### src/rtl/ttf_pkg.sv
// Shared types and constants for the triangle tangent frame block.
// No dependencies; every other file imports it.
package ttf_pkg;

    localparam int PosW   = 32;
    localparam int NormW  = 16;
    localparam int TanW   = 16;
    localparam int EdgeW  = PosW + 1;
    localparam int QueueDepth = 2;

    // One triangle as handed from the front to the back: raw edges and the three normals.
    typedef struct packed {
        logic [5:0][EdgeW-1:0]      pos_edge;   // e1 x,y,z then e2 x,y,z
        logic [3:0][EdgeW-1:0]      uv_edge;    // s1, t1, s2, t2
        logic [2:0][2:0][NormW-1:0] nrm;        // [vertex][component]
    } tri_t;

endpackage

### src/rtl/ttf_queue.sv
// Small register queue between the front and the back.
// Depends on ttf_pkg for the triangle record type.
module ttf_queue import ttf_pkg::*; #(
    parameter int DEPTH = QueueDepth
) (
    input  logic clk,
    input  logic rst_n,
    input  logic push,
    input  tri_t push_data,
    output logic full,
    input  logic pop,
    output tri_t pop_data,
    output logic empty
);

    localparam int PtrW = (DEPTH > 1) ? $clog2(DEPTH) : 1;
    localparam int CntW = $clog2(DEPTH + 1);

    tri_t            mem_reg [DEPTH];
    logic [PtrW-1:0] wr_ptr_reg;
    logic [PtrW-1:0] rd_ptr_reg;
    logic [CntW-1:0] cnt_reg;

    assign full     = (cnt_reg == CntW'(DEPTH));
    assign empty    = (cnt_reg == '0);
    assign pop_data = mem_reg[rd_ptr_reg];

    always_ff @(posedge clk or negedge rst_n)
    begin
        if (!rst_n)
        begin
            wr_ptr_reg <= '0;
            rd_ptr_reg <= '0;
            cnt_reg    <= '0;
        end
        else
        begin
            if (push)
            begin
                mem_reg[wr_ptr_reg] <= push_data;
                wr_ptr_reg <= (wr_ptr_reg == PtrW'(DEPTH - 1)) ? '0 : wr_ptr_reg + 1'b1;
            end
            if (pop)
                rd_ptr_reg <= (rd_ptr_reg == PtrW'(DEPTH - 1)) ? '0 : rd_ptr_reg + 1'b1;
            if (push && !pop)
                cnt_reg <= cnt_reg + 1'b1;
            else if (pop && !push)
                cnt_reg <= cnt_reg - 1'b1;
        end
    end

endmodule

### config.mk
export PLATFORM = sky130hd
export DESIGN_NAME = ttf_queue
export DESIGN_NICKNAME = d
export VERILOG_FILES = /design/src/rtl/ttf_pkg.sv /design/src/rtl/ttf_queue.sv
export SDC_FILE = /design/constraint.sdc
export NUM_CORES = 1
export LEC_CHECK = 0
export ABC_AREA = 1
export ABC_CLOCK_PERIOD_IN_PS = 26000
export BUFFER_PORTS_ARGS = -buffer_cell sky130_fd_sc_hd__buf_2
export CAP_MARGIN = 10
export CORE_AREA = 5 5 365 367
export CTS_CLUSTER_DIAMETER = 30
export DETAILED_ROUTE_END_ITERATION = 10
export DIE_AREA = 0 0 370 372
export MAX_ROUTING_LAYER = met4
export PLACE_DENSITY = 0.6
export SLEW_MARGIN = 10
export SYNTH_ARGS = -nofsm -noshare
export SYNTH_HDL_FRONTEND = slang
export SYNTH_SLANG_ARGS = --single-unit
### constraint.sdc
create_clock -name clk -period 26 [get_ports clk]
set_input_delay 3.9 -clock clk [delete_from_list [all_inputs] [get_ports clk]]
set_output_delay 3.9 -clock clk [all_outputs]
set_load 0.01 [all_outputs]
==> out/qor.csv <==
stage,metric,value,unit
grt,grt_usage,0.135,
power_and_ir_drop,power.internal,4220,uW
worst_setup_path,setup.reg_to_reg.worst_slack,21.00,ns
route,dr_total_vias,18800,
yosys,yosys.cell_types.count,16,
clocking,cts_tree,done,
worst_setup_path,critPathMaxStageDelay,1.04,ns
floorplanning,core,129000,um2
power_and_ir_drop,switching_share,0.272,
power_and_ir_drop,switchingPower,1580,uW
clocking,cts_buffers,198,
cells_and_area,fillers,11900,
floorplanning,die_h,372,um
route,drc_errors,0,
clocking,post_cts_buffers,0,
worst_setup_path,crit_path_end_kind,output port,
placement,finalWeightedCongestion,0.788,
power_and_ir_drop,p_leak,0.0197,uW
placement,dp_hpwl,67900,um
worst_setup_path,cpMostUsedCell,buf_4,
cells_and_area,largest_reg_flops,948,
worst_setup_path,worstPathMaxFanout,54,
worst_setup_path,worstPathRequired,22.10,ns
worst_setup_path,critPathArrivalTime,5.83,ns
worst_setup_path,crit_type,reg2out,
clocking,cts-hold-fix-buffers,0,
cells_and_area,drive_above_1_share,0.632,
power_and_ir_drop,pwr-share-comb,0.237,
cells_and_area,final_common_cell,buf_2,
power_and_ir_drop,seq_power_share,0.335,
worst_setup_path,reg2regPathDepth,6,
yosys,synth_edf_count,948,
grt,grt_pass1_vias,20000,
worst_hold_path,hold_path.class,reg2reg,
run,maxCapViolCount,0,
power_and_ir_drop,powerDensity,116,nW/um2
clocking,cts.sinks,952,
route,dr.pass1.iters,4,
yosys,synthSimpleGateAreaFrac,0.00124,
yosys,syn_area,36400,um2
yosys,synth_area_leaders,"edfxtp_1 (78%), mux2_4 (19%), buf_8 (1.1%)",
sta,slew_headroom,0.276,
yosys,ys.flop_type,edfxtp_1,
yosys,yosysTopAreaCell,edfxtp_1,
sta,fin_crit,9.73,ns
worst_hold_path,hp-start,cnt_reg[1],
yosys,synth_compound_area_frac,0,
worst_setup_path,path_cells,buf_4 > buf_4 > buf_4 > buf_4 > mux2_4 > buf_2,
worst_setup_path,critical_path.top_delay_family,buffers and inverters,
sta,tightest_slew,1.09,ns
floorplanning,io_pins,954,
route,vias_per_cell,4.11,
cells_and_area,postLayoutCoreUtil,0.385,
yosys,synthCells,1500,
worst_setup_path,path_depth,6,
yosys,yosysWarnings,0,
floorplanning,start_util,0.282,
floorplanning,die_w,370,um
grt,grt_start_max_net_pins,148,
grt,grt_antenna_before_repair,52,
cells_and_area,syn_to_final_growth,36.6,%
worst_setup_path,cp-start-kind,flop,
worst_hold_path,min_to,cnt_reg[1],
grt,gr-total-overflow,0,
clocking,cts_resized,0,
yosys,synth_top_family_by_area,multiplexers,
worst_setup_path,rr_startpoint,wr_ptr_reg,
sta,fmax,0.103,GHz
status,status,"complete, no violations",
route,wirelength,95000,um
route,drtIter0Drc,1063,
floorplanning,num_rows,132,
yosys,synthAdderAreaFrac,0.000344,
cells_and_area,final_cell_mix,"buf_2 (953), edfxtp_1 (948), mux2_4 (450)",
yosys,ys_seq_area_frac,0.785,
clocking,clk_pin_slew_worst_paths,0.05,ns
power_and_ir_drop,peakVddDrop,0.122,mV
grt,grt_first_pass_wirelength,132000,um
yosys,avgSynthCellArea,24.3,um2
sta,rsz0062_at_grt,false,
sta,finalMaxSlewViolations,0,
placement,port-buffer-count,953,
sta,hold_viol_final,0,
route,drtAntennaViolNets,0,
yosys,synthArstFlopShare,0.00420,
floorplanning,dieArea,138000,um2
clocking,root_buffer,clkbuf_16,
cells_and_area,multi_input_area,7130,um2
worst_setup_path,path_buf_inv,5,
worst_hold_path,whs_path_depth,2,
clocking,clock_latency,0.76,ns
cells_and_area,register_area,28600,um2
yosys,synth_top_area_frac,0.782,
yosys,syn_nets,1979,
yosys,synth_seq_cells,952,
sta,skew,0.0381,ns
yosys,synth-xor-area-share,0.000722,
clocking,htreeDepth,4,
power_and_ir_drop,clkPwrFrac,0.428,
sta,setup_viol,0,
worst_setup_path,cp_slowest_cell,dfrtp_4,
clocking,cts.path.max_buffers,3,
sta,setup_tns,0,ns
route,wire_per_inst,20.8,um
yosys,synth.area.mux_share,0.193,
cells_and_area,final_nets,3098,
worst_setup_path,r2r_end,mem_reg[1][190],
sta,timing.final.crit_share,0.374,
-- worst register-to-register path, delay by kind of cell, from the launching register on --
family,cells,cell delay [ns]
flip-flops,1,0.42
buffers and inverters,5,3.46
AND/OR/NAND/NOR,1,0.65
-- per-layer routing --
layer  GRT usage  vias up  part of all wire
li1            -     8408                 -
met1       0.147     9416              0.38
met2       0.221      798              0.50
met3      0.0574      155             0.090
met4      0.0474        0             0.023
met5           -        -                 0
-- cell usage after synthesis, types with 2 or more instances --
library cell / n
xor2_1: 2
buf_8: 27
inv_1: 6
buf_6: 22
nor2_1: 4
dfrtp_1: 4
edfxtp_1: 948
mux2_2: 24
buf_2: 2
nand2_1: 5
buf_12: 2
mux2_4: 450
-- power by group through the flow --
stage | Combinational, uW | Sequential (uW) | Clock [uW]
floorplan | 987 | 2080 | 0
global placement | 1390 | 1970 | 0
detailed placement | 1390 | 1970 | 0
CTS | 1400 | 1950 | 2520
global route | 1450 | 1960 | 2620
finish | 1370 | 1940 | 2480
-- logic make-up (layout without fill, tap and decap cells) --
family	Yosys count	after routing
muxes	474	474
buffers and inverters	59	1346
adders and majority gates	1	1
DFF	952	952
other	0	36
and+or+nand+nor	11	11
xor gates and xnor gates	3	3
-- cell type report --
cell class / instances / share of cell area
Multi-Input combinational cell: 489 / 0.143
Tap cell: 1742 / 0.0438
Sequential cell: 952 / 0.575
Timing Repair Buffer: 972 / 0.0998
Clock buffer: 222 / 0.103
Inverter: 6 / 0.000453
Clock inverter: 146 / 0.0335
Antenna cell: 36 / 0.00181
-- per-stage QoR --
stage | hold slack (ns) | area, um2 | total power [uW] | std cells | setup WS (ns)
after floorplan | 0.463 | 36400 | 3070 | 1500 | 0.985
after global placement | 0.505 | 42900 | 3360 | 4161 | 17.02
after detailed placement | 0.510 | 42900 | 3370 | 4161 | 16.96
after CTS | 0.525 | 49600 | 5870 | 4529 | 16.10
after global routing | 0.539 | 49700 | 6020 | 4559 | 15.93
final | 0.522 | 49700 | 5790 | 4565 | 16.27
-- worst max path at each step --
stage,to,start,slack (ns)
4_1_cts,pop_data[157],rd_ptr_reg,16.10
6_report,pop_data[94],rd_ptr_reg,16.27
5_1_grt,pop_data[94],rd_ptr_reg,15.93
3_3_place_gp,pop_data[96],rd_ptr_reg,17.02
3_5_place_dp,pop_data[97],rd_ptr_reg,16.96
2_1_floorplan,mem_reg[0][0],push,0.99
No activity file was read; power rests on OpenSTA's default activity.
