===== config.mk =====
export PLATFORM = sky130hd
export DESIGN_NAME = ttf_front
export DESIGN_NICKNAME = d
export VERILOG_FILES = /design/src/rtl/ttf_pkg.sv /design/src/rtl/ttf_front.sv
export SDC_FILE = /design/constraint.sdc
export NUM_CORES = 1
export LEC_CHECK = 0
export BUFFER_PORTS_ARGS = -buffer_cell sky130_fd_sc_hd__buf_2
export CAP_MARGIN = 10
export CORE_AREA = 2 2 268 270
export DETAILED_ROUTE_END_ITERATION = 7
export DIE_AREA = 0 0 270 272
export HOLD_SLACK_MARGIN = 0.06
export PLACE_DENSITY = 0.66
export SETUP_SLACK_MARGIN = 0.02
export SYNTH_ARGS = -nofsm -noshare
export SYNTH_HDL_FRONTEND = slang
export SYNTH_SLANG_ARGS = --single-unit

===== constraint.sdc =====
create_clock -name clk -period 26.8 [get_ports clk]
set_input_delay 2.68 -clock clk [delete_from_list [all_inputs] [get_ports clk]]
set_output_delay 2.68 -clock clk [all_outputs]
set_load 0.05 [all_outputs]

===== src/rtl/ttf_pkg.sv =====
// Shared types and constants for the triangle tangent frame block.
// No dependencies; every other file imports it.
package ttf_pkg;

    localparam int PosW   = 32;
    localparam int NormW  = 16;
    localparam int TanW   = 16;
    localparam int EdgeW  = PosW + 1;
    localparam int QueueDepth = 2;

    // One triangle as handed from the front to the back: raw edges and the three normals.
    typedef struct packed {
        logic [5:0][EdgeW-1:0]      pos_edge;   // e1 x,y,z then e2 x,y,z
        logic [3:0][EdgeW-1:0]      uv_edge;    // s1, t1, s2, t2
        logic [2:0][2:0][NormW-1:0] nrm;        // [vertex][component]
    } tri_t;

endpackage


===== src/rtl/ttf_front.sv =====
// Vertex intake: holds the first two vertices of a group and forms the edges on the third.
// Depends on ttf_pkg.
module ttf_front import ttf_pkg::*; (
    input  logic                    clk,
    input  logic                    rst_n,
    input  logic                    vtx_valid,
    output logic                    vtx_ready,
    input  logic signed [PosW-1:0]  pos_x,
    input  logic signed [PosW-1:0]  pos_y,
    input  logic signed [PosW-1:0]  pos_z,
    input  logic signed [PosW-1:0]  tex_u,
    input  logic signed [PosW-1:0]  tex_v,
    input  logic signed [NormW-1:0] norm_x,
    input  logic signed [NormW-1:0] norm_y,
    input  logic signed [NormW-1:0] norm_z,
    output logic                    q_push,
    output tri_t                    q_data,
    input  logic                    q_full
);

    logic [1:0]            slot_reg;
    logic [1:0]            slot_next;
    logic [PosW-1:0]       hold_pos_reg [2][3];
    logic [PosW-1:0]       hold_uv_reg  [2][2];
    logic [NormW-1:0]      hold_nrm_reg [2][3];
    logic [PosW-1:0]       cur_pos [3];
    logic [PosW-1:0]       cur_uv  [2];
    logic                  xfer;

    assign cur_pos[0] = pos_x;
    assign cur_pos[1] = pos_y;
    assign cur_pos[2] = pos_z;
    assign cur_uv[0]  = tex_u;
    assign cur_uv[1]  = tex_v;

    // Only the third slot closes the group, so only it waits for room in the queue.
    assign vtx_ready = !slot_reg[1] || !q_full;
    assign xfer      = vtx_valid && vtx_ready;
    assign q_push    = xfer && slot_reg[1];
    assign slot_next = slot_reg[1] ? 2'd0 : slot_reg + 2'd1;

    always_comb
    begin
        for (int c = 0; c < 3; c++)
        begin
            q_data.pos_edge[c] = {hold_pos_reg[1][c][PosW-1], hold_pos_reg[1][c]}
                               - {hold_pos_reg[0][c][PosW-1], hold_pos_reg[0][c]};
            q_data.pos_edge[3+c] = {cur_pos[c][PosW-1], cur_pos[c]}
                                 - {hold_pos_reg[0][c][PosW-1], hold_pos_reg[0][c]};
            q_data.nrm[0][c] = hold_nrm_reg[0][c];
            q_data.nrm[1][c] = hold_nrm_reg[1][c];
        end
        for (int c = 0; c < 2; c++)
        begin
            q_data.uv_edge[c] = {hold_uv_reg[1][c][PosW-1], hold_uv_reg[1][c]}
                              - {hold_uv_reg[0][c][PosW-1], hold_uv_reg[0][c]};
            q_data.uv_edge[2+c] = {cur_uv[c][PosW-1], cur_uv[c]}
                                - {hold_uv_reg[0][c][PosW-1], hold_uv_reg[0][c]};
        end
        q_data.nrm[2][0] = norm_x;
        q_data.nrm[2][1] = norm_y;
        q_data.nrm[2][2] = norm_z;
    end

    always_ff @(posedge clk or negedge rst_n)
    begin
        if (!rst_n)
        begin
            slot_reg <= 2'd0;
        end
        else if (xfer)
        begin
            slot_reg <= slot_next;
            if (!slot_reg[1])
            begin
                hold_pos_reg[slot_reg[0]][0] <= pos_x;
                hold_pos_reg[slot_reg[0]][1] <= pos_y;
                hold_pos_reg[slot_reg[0]][2] <= pos_z;
                hold_uv_reg[slot_reg[0]][0]  <= tex_u;
                hold_uv_reg[slot_reg[0]][1]  <= tex_v;
                hold_nrm_reg[slot_reg[0]][0] <= norm_x;
                hold_nrm_reg[slot_reg[0]][1] <= norm_y;
                hold_nrm_reg[slot_reg[0]][2] <= norm_z;
            end
        end
    end

endmodule


==> metrics.txt <==
outcome=completed; row count=98; EDFF count, synth=416; Post-Place Setup Slack=17.73 ns; worst slew pin tran=0.947 ns; Routed WL=81,700 um; Die Span Y=272 um; min Tclk post-route=8.77 ns; Netlist cell types=75; Async S/R FF share, synth=0.00478; Clock Path Buffers=3; CTS root buffer=clkbuf_16; CTS tree=done; Worst R2R Start=slot_reg[1]; Tightest Hold Check Type=flip-flop to flip-flop; max reg flops=192; area grow syn2layout=20.7%; RSZ-0062 raised after global routing=no; hold path startpoint=slot_reg[0]; placed cells=4,297; Final Hold Viols=0; PD cells=87.3 nW/um^2; Ports=688; Max Clk Rate=114 MHz; CP bufs+invs=2; post-CTS setup buffers=0; placed inst area=33,000 um^2; via-per-instance ratio=5.26; VDD IR-drop max=0.0766 mV; critical path class=input port to output port; Seq cells post-synth=418; first-pass GRT wire length=124,000 um; core area=70,800 um^2; Synthesized Nets=3,262; final core utilization=0.489; Worst path top cell family by delay=compound AO/OA/AOI/OAI gates; clk slew on worst S/H paths=0.06 ns; Startpoint Class=input port; sequential cell area fraction in the yosys report=0.437; Nets=3,939; Post-Syn Area=28,700 um^2; Die W=270 um; largest net degree at the start of global routing=141; max-slew violations=0; GRT Residual Overflow=0; CP Max Fanout=4; IO Port Bufs=687; DR vias=23,100; final clock skew=0.0224 ns; CTS Buf Count=48; Final period util=0.327; drt drc=0; area of the multi-input gates=14,700 um^2; worst r2r path cells=3; hold_buf cts=0; setup ws final=18.03 ns; WP data required=24.12 ns; Post-CTS Resized=0; CTS H-Tree Depth=2; CP peak stage delay=0.75 ns; main flop type after synthesis=edfxtp_1; Initial Util=0.405; highest-count cells in the layout ignoring fill and taps=buf_2 (687), edfxtp_1 (416), ha_1 (320); Fin Setup TNS=0 ns; CP Depth=13; cell count after synthesis=2,720; clock latency on the worst-skew pair=0.60 ns; Worst setup startpoint=pos_y[1]; worst-path cell chain=buf_2 -> ha_1 -> nor2b_1 -> o21a_1 -> o21ai_0 -> a21oi_1 -> o211ai_1 -> a2111oi_0 -> o21ai_0 -> o21bai_1 -> nand4b_1 -> o211ai_1 -> buf_2; Mapped Avg Cell Area=10.5 um^2; final setup violating endpoints=0; Storage cell area=12,500 um^2; DR iter-0 viols=1,372; max_cap viols=0; Worst Path Arrival=6.09 ns; layout cells sized above 1=0.232; Design Area, Final=34,600 um^2; Final GP Congestion=0.933; hold depth=1; post-route total power=3.02 mW; gr usage total=0.212; most common cell after layout, fill and taps aside=buf_2; Fill cells=6,669; hold slack=0.561 ns; Post-DP HPWL=66,000 um; Die ar.=73,400 um^2; iteration count of the initial detailed-routing pass=7; initial antenna violation count=21; synth warn=0; Rel. slew slack=0.369; WL per Instance=18.6 um; DRT antenna net count=0; slowest cell on the critical path=a2111oi_0; # clock sinks=418; endpoint class of the critical path=output port; leakage=15.7 nW; vias in the first global route=22,400; post-route insts no fill=4,399
cell usage after synthesis (5+ instances only):
cell	number	area (um^2)
fa_1	10	200
o211ai_1	15	113
o2111ai_1	7	61.3
xnor2_1	181	1590
o22ai_1	6	37.5
a21oi_1	225	1130
o21ai_1	14	70.1
xor2_1	90	788
inv_1	263	987
buf_4	48	360
a211o_1	5	43.8
edfxtp_1	416	12500
nand2_1	139	522
and4_1	12	105
nand3_1	40	200
nor3_1	33	165
and3_1	23	144
a2111oi_0	7	61.3
o21a_1	56	420
or3_1	7	43.8
nand4_1	25	156
a21o_1	167	1250
nor2_1	154	578
o21bai_1	29	218
nand2b_1	31	194
o31a_1	7	61.3
a41oi_1	12	105
o31ai_1	14	105
o41a_1	6	67.6
nor3b_1	7	52.6
or2_2	9	56.3
a21boi_0	13	97.6
a31oi_1	33	206
a311oi_1	5	43.8
ha_1	320	4000
nor2b_1	40	250
a211oi_1	21	158
o21ai_0	121	606
a221oi_1	12	105
clkbuf_1	18	67.6
and2_1	10	62.6
a221o_1	5	50.1
worst paths after layout:
| path | to | slack (ns) |
|---|---|---|
| setup / recovery | q_data[437] | 18.03 |
| hold / removal | slot_reg[0] | 0.56 |
| setup reg to reg | hold_pos_reg[0][81] | 24.25 |
| hold reg to reg | slot_reg[0] | 0.56 |
| max in group asynchronous | slot_reg[1] | 24.82 |
| min in group asynchronous | slot_reg[0] | 1.88 |
cell families (layout without fill, tap and decap cells):
logic type,after synthesis,count (layout),share of synthesized area
compound gates,830,830,0.192
simple gates,540,540,0.0911
flops,418,418,0.437
fa+ha+maj,330,330,0.147
buf+inv,329,1043,0.0493
xor+xnor,271,271,0.0827
mux,2,2,0.000698
other cells,0,15,0
where the power goes:
group          internal, mW  switching [mW]  total, mW
Combinational         0.391            1.14       1.53
Clock                 0.396           0.276      0.672
Sequential            0.798          0.0172      0.816
Total                  1.59            1.44       3.02
final cells by class:
cell class / count / area share
Tap cell: 950 / 0.0343
Timing Repair Buffer: 693 / 0.101
Inverter: 263 / 0.0285
Multi-Input combinational cell: 1973 / 0.426
Clock buffer: 56 / 0.0362
Clock inverter: 31 / 0.0106
Antenna cell: 15 / 0.00108
Sequential cell: 418 / 0.362
layer usage:
metal | share of wire | GRT usage
met1 | 0.40 | 0.241
met2 | 0.51 | 0.391
met4 | 0.036 | 0.0743
met3 | 0.056 | 0.0443
met5 | 0.0011 | 0
No activity file was read; power rests on OpenSTA's default activity.
